## config.mk

```make
export PLATFORM = sky130hd
export DESIGN_NAME = display_line_status_and_window_mask
export DESIGN_NICKNAME = d
export VERILOG_FILES = /design/src/rtl/dlsw_pkg.sv /design/src/rtl/dlsw_window.sv /design/src/rtl/dlsw_core.sv /design/src/rtl/display_line_status_and_window_mask.sv
export SDC_FILE = /design/constraint.sdc
export NUM_CORES = 1
export LEC_CHECK = 0
export BUFFER_PORTS_ARGS = -buffer_cell sky130_fd_sc_hd__buf_2
export CORE_MARGIN = 2
export CORE_UTILIZATION = 38
export CTS_CLUSTER_SIZE = 16
export DETAILED_ROUTE_END_ITERATION = 8
export GPL_ROUTABILITY_DRIVEN = 0
export PLACE_DENSITY_LB_ADDON = 0.05
export SETUP_SLACK_MARGIN = 0.05
export SYNTH_ARGS = -nofsm -noshare
export SYNTH_HDL_FRONTEND = slang
export SYNTH_SLANG_ARGS = --single-unit
```

## constraint.sdc

```tcl
create_clock -name clk -period 4.9 [get_ports clk]
set_input_delay 0.98 -clock clk [delete_from_list [all_inputs] [get_ports clk]]
set_output_delay 0.98 -clock clk [all_outputs]
set_load 0.01 [all_outputs]
```

## src/rtl/dlsw_pkg.sv

```systemverilog
// shared types and constants for the display line status and window mask unit
package dlsw_pkg;

    localparam int LINES_PER_FRAME = 228;
    localparam int LINE_WIDTH      = 240;

    localparam int REQ_W    = 3;
    localparam int X_W      = 8;
    localparam int LINE_W   = 8;
    localparam int SKIP_W   = 8;
    localparam int CIDX_W   = 3;
    localparam int CDATA_W  = 32;
    localparam int RES_W    = 18;
    localparam int OUT_W    = 24;

    localparam logic [LINE_W-1:0] LAST_LINE_NUM = LINE_W'(LINES_PER_FRAME);
    localparam logic [X_W-1:0]    LINE_WIDTH_X  = X_W'(LINE_WIDTH);

    typedef enum logic [REQ_W-1:0] {
        REQ_HBLANK    = 3'd0,
        REQ_VBLANK    = 3'd1,
        REQ_LINE_START = 3'd2,
        REQ_NEXT_LINE = 3'd3,
        REQ_PIXEL     = 3'd4
    } req_t;

    typedef enum logic [CIDX_W-1:0] {
        CFG_MATCH_TARGET = 3'd0,
        CFG_IRQ_ENABLE   = 3'd1,
        CFG_FRAME_SKIP   = 3'd2,
        CFG_WHITE_FILL   = 3'd3,
        CFG_WIN_ON       = 3'd4,
        CFG_WIN_H        = 3'd5,
        CFG_WIN_V        = 3'd6
    } cfg_idx_t;

    typedef struct packed {
        logic [LINE_W-1:0] match_target;
        logic [2:0]        irq_enable;
        logic [SKIP_W-1:0] frame_skip;
        logic              white_fill;
        logic [1:0]        win_on;
        logic [31:0]       win_h;
        logic [31:0]       win_v;
    } cfg_t;

    // result fields, highest bit first
    typedef struct packed {
        logic              inside_one;
        logic              inside_zero;
        logic              blank_line;
        logic              draw_line;
        logic              irq_line_match;
        logic              irq_vblank;
        logic              irq_hblank;
        logic [LINE_W-1:0] line_number;
        logic              match_status;
        logic              hblank_status;
        logic              vblank_status;
    } res_t;

endpackage

```

## src/rtl/dlsw_window.sv

```systemverilog
// inside test for one window with wraparound bounds
module dlsw_window (
    input  logic                        enable,
    input  logic [15:0]                 h_bounds,
    input  logic [15:0]                 v_bounds,
    input  logic [dlsw_pkg::LINE_W-1:0] line,
    input  logic [dlsw_pkg::X_W-1:0]    x,
    output logic                        in_win
);
    import dlsw_pkg::*;

    logic [7:0] left;
    logic [7:0] right;
    logic [7:0] top;
    logic [7:0] bottom;
    logic       v_in;
    logic       h_in;

    assign left   = h_bounds[15:8];
    assign right  = h_bounds[7:0];
    assign top    = v_bounds[15:8];
    assign bottom = v_bounds[7:0];

    always_comb
    begin
        if (top <= bottom)
        begin
            v_in = (line >= top) && (line < bottom);
        end
        else
        begin
            v_in = (line >= top) || (line < bottom);
        end
        // left equal to right covers the whole line
        if (left < right)
        begin
            h_in = (x >= left) && (x < right);
        end
        else
        begin
            h_in = (x >= left) || (x < right);
        end
    end

    assign in_win = enable && (x < LINE_WIDTH_X) && v_in && h_in;

endmodule

```

## src/rtl/dlsw_core.sv

```systemverilog
// line status state and per-request result logic
module dlsw_core (
    input  logic                        clk,
    input  logic                        rst_n,
    input  logic                        advance,
    input  logic [dlsw_pkg::REQ_W-1:0]  req,
    input  logic [dlsw_pkg::X_W-1:0]    px,
    input  dlsw_pkg::cfg_t              cfg,
    output dlsw_pkg::res_t              res
);
    import dlsw_pkg::*;

    logic [LINE_W-1:0] line_reg;
    logic [LINE_W-1:0] line_next;
    logic              vblank_reg;
    logic              vblank_next;
    logic              hblank_reg;
    logic              hblank_next;
    logic              match_reg;
    logic              match_next;
    logic [SKIP_W-1:0] skip_reg;
    logic [SKIP_W-1:0] skip_next;

    logic [LINE_W:0]   line_inc;
    logic [SKIP_W:0]   skip_inc;
    logic              line_hit;
    logic              in0;
    logic              in1;

    dlsw_window u_win0 (
        .enable   (cfg.win_on[0]),
        .h_bounds (cfg.win_h[15:0]),
        .v_bounds (cfg.win_v[15:0]),
        .line     (line_reg),
        .x        (px),
        .in_win   (in0)
    );

    dlsw_window u_win1 (
        .enable   (cfg.win_on[1]),
        .h_bounds (cfg.win_h[31:16]),
        .v_bounds (cfg.win_v[31:16]),
        .line     (line_reg),
        .x        (px),
        .in_win   (in1)
    );

    assign line_inc = {1'b0, line_reg} + (LINE_W+1)'(1);
    assign skip_inc = {1'b0, skip_reg} + (SKIP_W+1)'(1);
    assign line_hit = (line_reg == cfg.match_target);

    always_comb
    begin
        line_next   = line_reg;
        vblank_next = vblank_reg;
        hblank_next = hblank_reg;
        match_next  = match_reg;
        skip_next   = skip_reg;
        res         = '0;
        unique case (req_t'(req))
            REQ_HBLANK:
            begin
                vblank_next    = 1'b0;
                hblank_next    = 1'b1;
                res.irq_hblank = cfg.irq_enable[0];
            end
            REQ_VBLANK:
            begin
                vblank_next = 1'b1;
                hblank_next = 1'b0;
                // wrap by compare so a lowered skip setting recovers at once
                if (cfg.frame_skip != '0)
                begin
                    if (skip_inc >= {1'b0, cfg.frame_skip})
                    begin
                        skip_next = '0;
                    end
                    else
                    begin
                        skip_next = skip_inc[SKIP_W-1:0];
                    end
                end
                res.irq_vblank = cfg.irq_enable[1];
            end
            REQ_LINE_START:
            begin
                vblank_next    = 1'b0;
                hblank_next    = 1'b0;
                res.draw_line  = (cfg.frame_skip == '0) || (skip_reg == '0);
                res.blank_line = res.draw_line && cfg.white_fill;
            end
            REQ_NEXT_LINE:
            begin
                match_next = line_hit;
                if (line_inc >= {1'b0, LAST_LINE_NUM})
                begin
                    line_next = '0;
                end
                else
                begin
                    line_next = line_inc[LINE_W-1:0];
                end
                res.irq_line_match = line_hit && cfg.irq_enable[2];
            end
            REQ_PIXEL:
            begin
                res.inside_zero = in0;
                res.inside_one  = in1;
            end
            default:
            begin
            end
        endcase
        res.vblank_status = vblank_next;
        res.hblank_status = hblank_next;
        res.match_status  = match_next;
        res.line_number   = line_next;
    end

    always_ff @(posedge clk or negedge rst_n)
    begin
        if (!rst_n)
        begin
            line_reg   <= '0;
            vblank_reg <= 1'b0;
            hblank_reg <= 1'b0;
            match_reg  <= 1'b0;
            skip_reg   <= '0;
        end
        else if (advance)
        begin
            line_reg   <= line_next;
            vblank_reg <= vblank_next;
            hblank_reg <= hblank_next;
            match_reg  <= match_next;
            skip_reg   <= skip_next;
        end
    end

endmodule

```

## src/rtl/display_line_status_and_window_mask.sv

```systemverilog
// top level: request register, status core, result register and config registers
//
// One request enters per clock and one result leaves per clock as long as the
// result side keeps taking. A request sits in the input register while the
// status core updates the line counter, blank and match flags and skip counter
// and evaluates the two window tests, then the result is held in the output
// register. The input side keeps accepting while a finished result waits, as
// long as the input register can move on. Configuration writes are always
// accepted and take effect from the next cycle.
module display_line_status_and_window_mask (
    input  logic                          clk,
    input  logic                          rst_n,
    input  logic                          s_tvalid,
    output logic                          s_tready,
    input  logic [7:0]                    s_tdata,   // pixel_x
    input  logic [dlsw_pkg::REQ_W-1:0]    s_tuser,   // req_type
    output logic                          m_tvalid,
    input  logic                          m_tready,
    // vblank_status, hblank_status, line_match_status, line_number[7:0],
    // irq_hblank, irq_vblank, irq_line_match, draw_line, blank_line,
    // inside_window_zero, inside_window_one, zero pad
    output logic [dlsw_pkg::OUT_W-1:0]    m_tdata,
    input  logic                          cfg_valid,
    output logic                          cfg_ready,
    input  logic [dlsw_pkg::CIDX_W-1:0]   cfg_index,
    input  logic [dlsw_pkg::CDATA_W-1:0]  cfg_data
);
    import dlsw_pkg::*;

    logic             in_valid_reg;
    logic [REQ_W-1:0] in_req_reg;
    logic [X_W-1:0]   in_px_reg;
    logic             out_valid_reg;
    res_t             out_res_reg;
    cfg_t             cfg_reg;
    res_t             res;
    logic             advance;

    assign advance   = in_valid_reg && (!out_valid_reg || m_tready);
    assign s_tready  = !in_valid_reg || advance;
    assign cfg_ready = 1'b1;
    assign m_tvalid  = out_valid_reg;
    assign m_tdata   = {(OUT_W-RES_W)'(0),
                        out_res_reg.inside_one,
                        out_res_reg.inside_zero,
                        out_res_reg.blank_line,
                        out_res_reg.draw_line,
                        out_res_reg.irq_line_match,
                        out_res_reg.irq_vblank,
                        out_res_reg.irq_hblank,
                        out_res_reg.line_number,
                        out_res_reg.match_status,
                        out_res_reg.hblank_status,
                        out_res_reg.vblank_status};

    dlsw_core u_core (
        .clk     (clk),
        .rst_n   (rst_n),
        .advance (advance),
        .req     (in_req_reg),
        .px      (in_px_reg),
        .cfg     (cfg_reg),
        .res     (res)
    );

    always_ff @(posedge clk or negedge rst_n)
    begin
        if (!rst_n)
        begin
            in_valid_reg  <= 1'b0;
            out_valid_reg <= 1'b0;
        end
        else
        begin
            if (s_tready)
            begin
                in_valid_reg <= s_tvalid;
            end
            if (advance)
            begin
                out_valid_reg <= 1'b1;
            end
            else if (m_tready)
            begin
                out_valid_reg <= 1'b0;
            end
        end
    end

    always_ff @(posedge clk)
    begin
        if (s_tvalid && s_tready)
        begin
            in_req_reg <= s_tuser;
            in_px_reg  <= s_tdata;
        end
        if (advance)
        begin
            out_res_reg <= res;
        end
    end

    always_ff @(posedge clk or negedge rst_n)
    begin
        if (!rst_n)
        begin
            cfg_reg <= '0;
        end
        else if (cfg_valid && cfg_ready)
        begin
            unique case (cfg_idx_t'(cfg_index))
                CFG_MATCH_TARGET: cfg_reg.match_target <= cfg_data[LINE_W-1:0];
                CFG_IRQ_ENABLE:   cfg_reg.irq_enable   <= cfg_data[2:0];
                CFG_FRAME_SKIP:   cfg_reg.frame_skip   <= cfg_data[SKIP_W-1:0];
                CFG_WHITE_FILL:   cfg_reg.white_fill   <= cfg_data[0];
                CFG_WIN_ON:       cfg_reg.win_on       <= cfg_data[1:0];
                CFG_WIN_H:        cfg_reg.win_h        <= cfg_data;
                CFG_WIN_V:        cfg_reg.win_v        <= cfg_data;
                default:
                begin
                end
            endcase
        end
    end

endmodule

```

==> results.cfg, run 1 <==
[run_status]
status = completed

[setup_path]
critPathRequiredTime_ns = 5.23
r2r_end = u_core.skip_reg[2]
r2r_start = u_core.skip_reg[0]
worstSetupPathType = reg -> reg
r2r_setup_slack_ns = 2.14
critPathMaxFanout = 7
critical_path.slowest_cell = a21oi_1
cp-start-kind = flop
cp.arrival_ns = 3.09
critical-path-max-stage-delay_ns = 0.50
cp_cell_sequence = ha_1 -> and3_1 -> nand3_1 -> nand2_1 -> nand2_1 -> ha_1 -> a21oi_1 -> o221ai_1 -> a21oi_1 -> nand2b_1 -> o21ai_0
timing.reg2reg.worst_path_depth = 11
crit_path_end_kind = flop

[logic_synthesis]
synth_compound_area_frac = 0.1088
synthArstFlopShare = 0.7868
syn_avg_cell_area_um2 = 10.68
synth_warnings = 0
synth_xor_area_frac = 0.01302
synth_ff_type = dfrtp_1
synth_seq_area_share = 0.4396
synthAdderAreaFrac = 0.1606
synth_seq_cells = 136
yosysUniqueCellTypes = 50
syn_inst = 756
synth_mux_area_frac = 0.1116
synth_area_mm2 = 0.008073
synth_edf_count = 29
synth_top_family_by_area = adder cells
synthSimpleGateAreaFrac = 0.1102

[sta]
tightest_slew_ns = 0.7440
clock.fmax_mhz = 362.2
slew-limit-headroom = 0.5040
setup_slack_ns = 2.139
holdWs_ns = 0.5026
drv_slew = 0
grt_setup_unrepaired = false
timing.final.crit_share = 0.5634
hold_viol_final = 0
fin_crit_ns = 2.761
setup_viol = 0
finalSetupTns_ns = 0
skew_ns = 0.01025

[grt]
grt_pass1_vias = 6069
grt_pass1_wl_um = 32030
grt_start_max_net_pins = 54
grt_remaining_overflow = 0
antenna_found_initial = 0
track_usage = 0.1878

[cells_and_area]
final_cell_mix = 107 x dfrtp_1, 102 x ha_1, 81 x inv_1
largest_register_ffs = 86
syn_to_final_growth_pct = 14.99
multi_input_area_mm2 = 0.004096
fillers = 2047
regArea_mm2 = 0.003548
drive_gt1_frac = 0.2292
final_cell_area_mm2 = 0.009283
nets = 982
diodes = 0
mostFrequentLayoutCell = dfrtp_1

[clocking]
clk_pin_slew_ns = 0.06
clock_latency_ns = 0.42
clockRootBuffer = clkbuf_16
numClockSinks = 136
cts_buffer_depth = 2
cts_tree = built
numCtsBuffers = 17
cts_resized = 0
holdBufCountCts = 0
h-tree-depth = 4
postCtsSetupBuffers = 0

[pwr]
power.internal_mw = 2.684
p_leak_nw = 4.330
seqPwrFrac = 0.397
ir_drop_mv = 0.2221
p_sw_frac = 0.3279
clkPwrFrac = 0.320
p_sw_mw = 1.309
combPwrFrac = 0.283
cellPowerDensity_mw_per_mm2 = 430.2

[drt]
ant_nets = 0
dr.pass1.iters = 5
vias_per_cell = 5.170
drt-total-wl_um = 19610
drc = 0
wl_per_cell_um = 17.55
vias = 5775
drtIter0Drc = 268

[placed_design]
place_area_mm2 = 0.008691
post-place-ws_ns = 1.913
io_buffers = 70
dp_hpwl_um = 14960

[floorplanning]
die_area_mm2 = 0.02243
ios = 78
initial_utilization = 0.3852
core-area_mm2 = 0.02096
row_count = 53
die_w_um = 149.8
die_y_um = 149.8

[worst_hold_path]
worstHoldStart = cfg_reg[75]
min_path_type = reg -> reg
worstHoldEndpoint = cfg_reg[75]
whs_path_depth = 1

[flow_run]
maxCapViolCount = 0
stage by stage:
| step | total power, mW | util | cells |
|---|---|---|---|
| 2_1_floorplan | 2.393 | - | 761 |
| 4_1_cts | 4.042 | 0.4430 | 1117 |
| 5_1_grt | 4.314 | 0.4430 | 1117 |
| 6_report | 3.993 | 0.4430 | 1117 |
| 3_5_place_dp | 2.742 | 0.4147 | 1085 |
| 3_3_place_gp | 2.688 | 0.4147 | 1085 |
synth_stat cells (11+ instances only):
library cell / n / area share
ha_1: 102 / 0.16
mux2_2: 80 / 0.11
clkbuf_1: 16 / 0.0074
buf_4: 11 / 0.010
edfxtp_1: 29 / 0.11
dfrtp_1: 107 / 0.33
nand2b_1: 22 / 0.017
nand2_1: 54 / 0.025
a21oi_1: 28 / 0.017
nand3_1: 13 / 0.0081
o21ai_0: 43 / 0.027
nor2_1: 24 / 0.011
inv_1: 81 / 0.038
a21o_1: 13 / 0.012
nand4_1: 11 / 0.0085
worst max-delay path by stage:
stage / depth (start not counted) / slack, ns / end / startpoint
global placement: 8 / 1.98 / u_core.skip_reg[0] / m_tready
finish: 11 / 2.14 / u_core.skip_reg[2] / u_core.skip_reg[0]
detailed placement: 8 / 1.91 / u_core.skip_reg[2] / m_tready
CTS: 11 / 2.13 / u_core.skip_reg[2] / u_core.skip_reg[0]
floorplan: 6 / 2.41 / u_core.line_reg[5] / m_tready
global route: 11 / 1.80 / u_core.skip_reg[2] / u_core.skip_reg[0]
kinds of logic after synthesis:
group,count (synthesis)
adder cells (fa/ha/maj),104
AO/OA/AOI/OAI,141
multiplexers,80
flip-flops,136
AND/OR/NAND/NOR,173
buffers and inverters,108
XOR/XNOR,12
other,2
power groups by stage:
stage	sequential [mW]	combinational, mW	clock [mW]
6_report	1.58	1.13	1.28
4_1_cts	1.59	1.14	1.31
3_5_place_dp	1.61	1.13	0
2_1_floorplan	1.52	0.874	0
3_3_place_gp	1.60	1.09	0
5_1_grt	1.62	1.33	1.36
routing by layer:
layer / vias up / share of wire / track usage / wire length [µm]
li1: 2824 / - / - / -
met1: 2822 / 0.47 / 0.2535 / 9171
met4: 0 / 0.018 / 0.05708 / 346
met2: 106 / 0.47 / 0.3087 / 9291
met3: 23 / 0.041 / 0.03323 / 797
met5: - / 0 / 0 / 0
area by class of cell:
class,instances,share of cell area
Multi-Input combinational cell,517,0.4413
Sequential cell,136,0.3823
Clock buffer,21,0.05203
Timing Repair Buffer,76,0.04286
Tap cell,275,0.03707
Inverter,81,0.03275
Clock inverter,11,0.01173
critical path: cells and delay by family, from the launching register on:
kind | cells | cell delay [ns]
flip-flops | 1 | 0.45
AND/OR/NAND/NOR | 5 | 0.72
adder cells (fa/ha/maj) | 2 | 0.55
AO/OA/AOI/OAI | 4 | 0.95
Power figures use the tool's default switching activity.
==> inputs of run 2 (changes only) <==
==> constraint.sdc (replaced) <==
create_clock -name clk -period 2.9 [get_ports clk]
set_input_delay 0.58 -clock clk [delete_from_list [all_inputs] [get_ports clk]]
set_output_delay 0.58 -clock clk [all_outputs]
set_load 0.01 [all_outputs]
==> results.cfg, run 2 (synthesis gave the netlist of run 1 again) <==
[drt]
vias = 5718
drtIter0Drc = 219
wl_per_cell_um = 17.59
dr.pass1.iters = 4
ant_nets = 0
vias_per_cell = 5.092
drc = 0
drt-total-wl_um = 19750

[floorplanning]
ios = 78
initial_utilization = 0.3852
die_area_mm2 = 0.02243
die_y_um = 149.8
die_w_um = 149.8
core-area_mm2 = 0.02096
row_count = 53

[pwr]
p_sw_mw = 2.270
combPwrFrac = 0.291
ir_drop_mv = 0.4229
cellPowerDensity_mw_per_mm2 = 720.9
p_sw_frac = 0.3382
power.internal_mw = 4.442
seqPwrFrac = 0.396
p_leak_nw = 4.348
p_total_mw = 6.711
clkPwrFrac = 0.314

[sta]
setup_viol = 0
hold_viol_final = 0
drv_slew = 0
finalSetupTns_ns = 0
holdWs_ns = 0.1996
slew-limit-headroom = 0.5381
timing.final.crit_share = 0.8765
fin_crit_ns = 2.542
grt_setup_unrepaired = false
tightest_slew_ns = 0.6928
clock.fmax_mhz = 393.4
skew_ns = 0.008659

[setup_path]
worstSetupPathType = reg -> reg
critPathMaxFanout = 12
r2r_end = m_tdata[7]
critPathRequiredTime_ns = 3.06
r2r_setup_slack_ns = 0.36
crit_path_end_kind = flop
cp.arrival_ns = 2.71
r2r_start = u_core.line_reg[0]
cp-start-kind = flop
timing.reg2reg.worst_path_depth = 7

[cells_and_area]
fin_util = 0.4443
final_cell_area_mm2 = 0.009310
regArea_mm2 = 0.003548
final_cell_mix = 107 x dfrtp_1, 102 x ha_1, 81 x inv_1
largest_register_ffs = 86
fillers = 2054
nets = 988
diodes = 0
mostFrequentLayoutCell = dfrtp_1
syn_to_final_growth_pct = 15.33
multi_input_area_mm2 = 0.004100
drive_gt1_frac = 0.2382

[placed_design]
dp_hpwl_um = 15120
place_area_mm2 = 0.008736
io_buffers = 70

[clocking]
numCtsBuffers = 17
cts_resized = 0
clock_latency_ns = 0.43
cts_buffer_depth = 2
postCtsSetupBuffers = 0
cts_tree = built
h-tree-depth = 4
holdBufCountCts = 0
clockRootBuffer = clkbuf_16
clk_pin_slew_ns = 0.06
numClockSinks = 136

[grt]
antenna_found_initial = 0
grt_pass1_vias = 5819
track_usage = 0.1874
grt_pass1_wl_um = 31660
grt_remaining_overflow = 0
grt_start_max_net_pins = 51

[run_status]
status = completed

[flow_run]
maxCapViolCount = 0

[worst_hold_path]
min_path_type = in -> async
==> run 2: cell count changes in the layout (fill, tap and decap cells not counted) <==
cell / previous run / this run
buf_4: 7 / 13
a21oi_2: 1 / 2
clkinv_2: 0 / 2
clkbuf_1: 2 / 0
clkinv_4: 4 / 1
inv_6: 2 / 7
bufinv_16: 1 / 0
clkinvlp_4: 1 / 2
inv_4: 3 / 0
clkbuf_8: 0 / 1
clkbuf_16: 19 / 18
inv_8: 0 / 1
a21oi_1: 28 / 27
==> run 2: per-stage QoR <==
stage,cells,setup slack [ns]
after floorplan,761,0.6011
after global placement,1091,0.2503
after detailed placement,1091,0.2319
after CTS,1123,0.1997
after global routing,1123,0.1248
final,1123,0.3581
==> run 2: how the worst max path moves through the flow <==
stage          cells past startpoint          startpoint            endpoint
2_1_floorplan                     11  u_core.skip_reg[0]  u_core.skip_reg[5]
5_1_grt                           11  u_core.skip_reg[0]  u_core.skip_reg[2]
3_5_place_dp                      11  u_core.skip_reg[0]  u_core.skip_reg[2]
6_report                           7  u_core.line_reg[0]          m_tdata[7]
4_1_cts                           11  u_core.skip_reg[0]  u_core.skip_reg[6]
3_3_place_gp                      11  u_core.skip_reg[0]  u_core.skip_reg[5]
==> run 2: worst max-delay path, cell delays in order, from the launching register on <==
cell and delay (ns):
dfrtp_1 0.54, ha_1 0.36, and2_1 0.18, a21o_1 0.18
a221oi_4 0.33, a21oi_2 0.18, o21ai_1 0.35, o211ai_1 0.15
==> run 2: per-layer routing <==
layer	up-vias	track usage	wire length, µm
met4	0	0.04953	262
met2	86	0.3021	9148
met5	-	0	0
met1	2775	0.2580	9666
met3	22	0.03780	674
li1	2835	-	-
==> run 2: layout make-up <==
class,instances,share of cell area
Clock buffer,19,0.04986
Tap cell,275,0.03696
Timing Repair Buffer,82,0.04757
Multi-Input combinational cell,517,0.4404
Inverter,81,0.03266
Sequential cell,136,0.3811
Clock inverter,13,0.01142
==> run 2: power by group through the flow <==
| stage | Sequential, mW | Combinational (mW) | Clock [mW] |
|---|---|---|---|
| after global placement | 2.69 | 1.87 | 0 |
| final | 2.66 | 1.95 | 2.10 |
| after floorplan | 2.57 | 1.48 | 0 |
| after CTS | 2.66 | 1.97 | 2.15 |
| after global routing | 2.72 | 2.29 | 2.24 |
| after detailed placement | 2.70 | 1.95 | 0 |
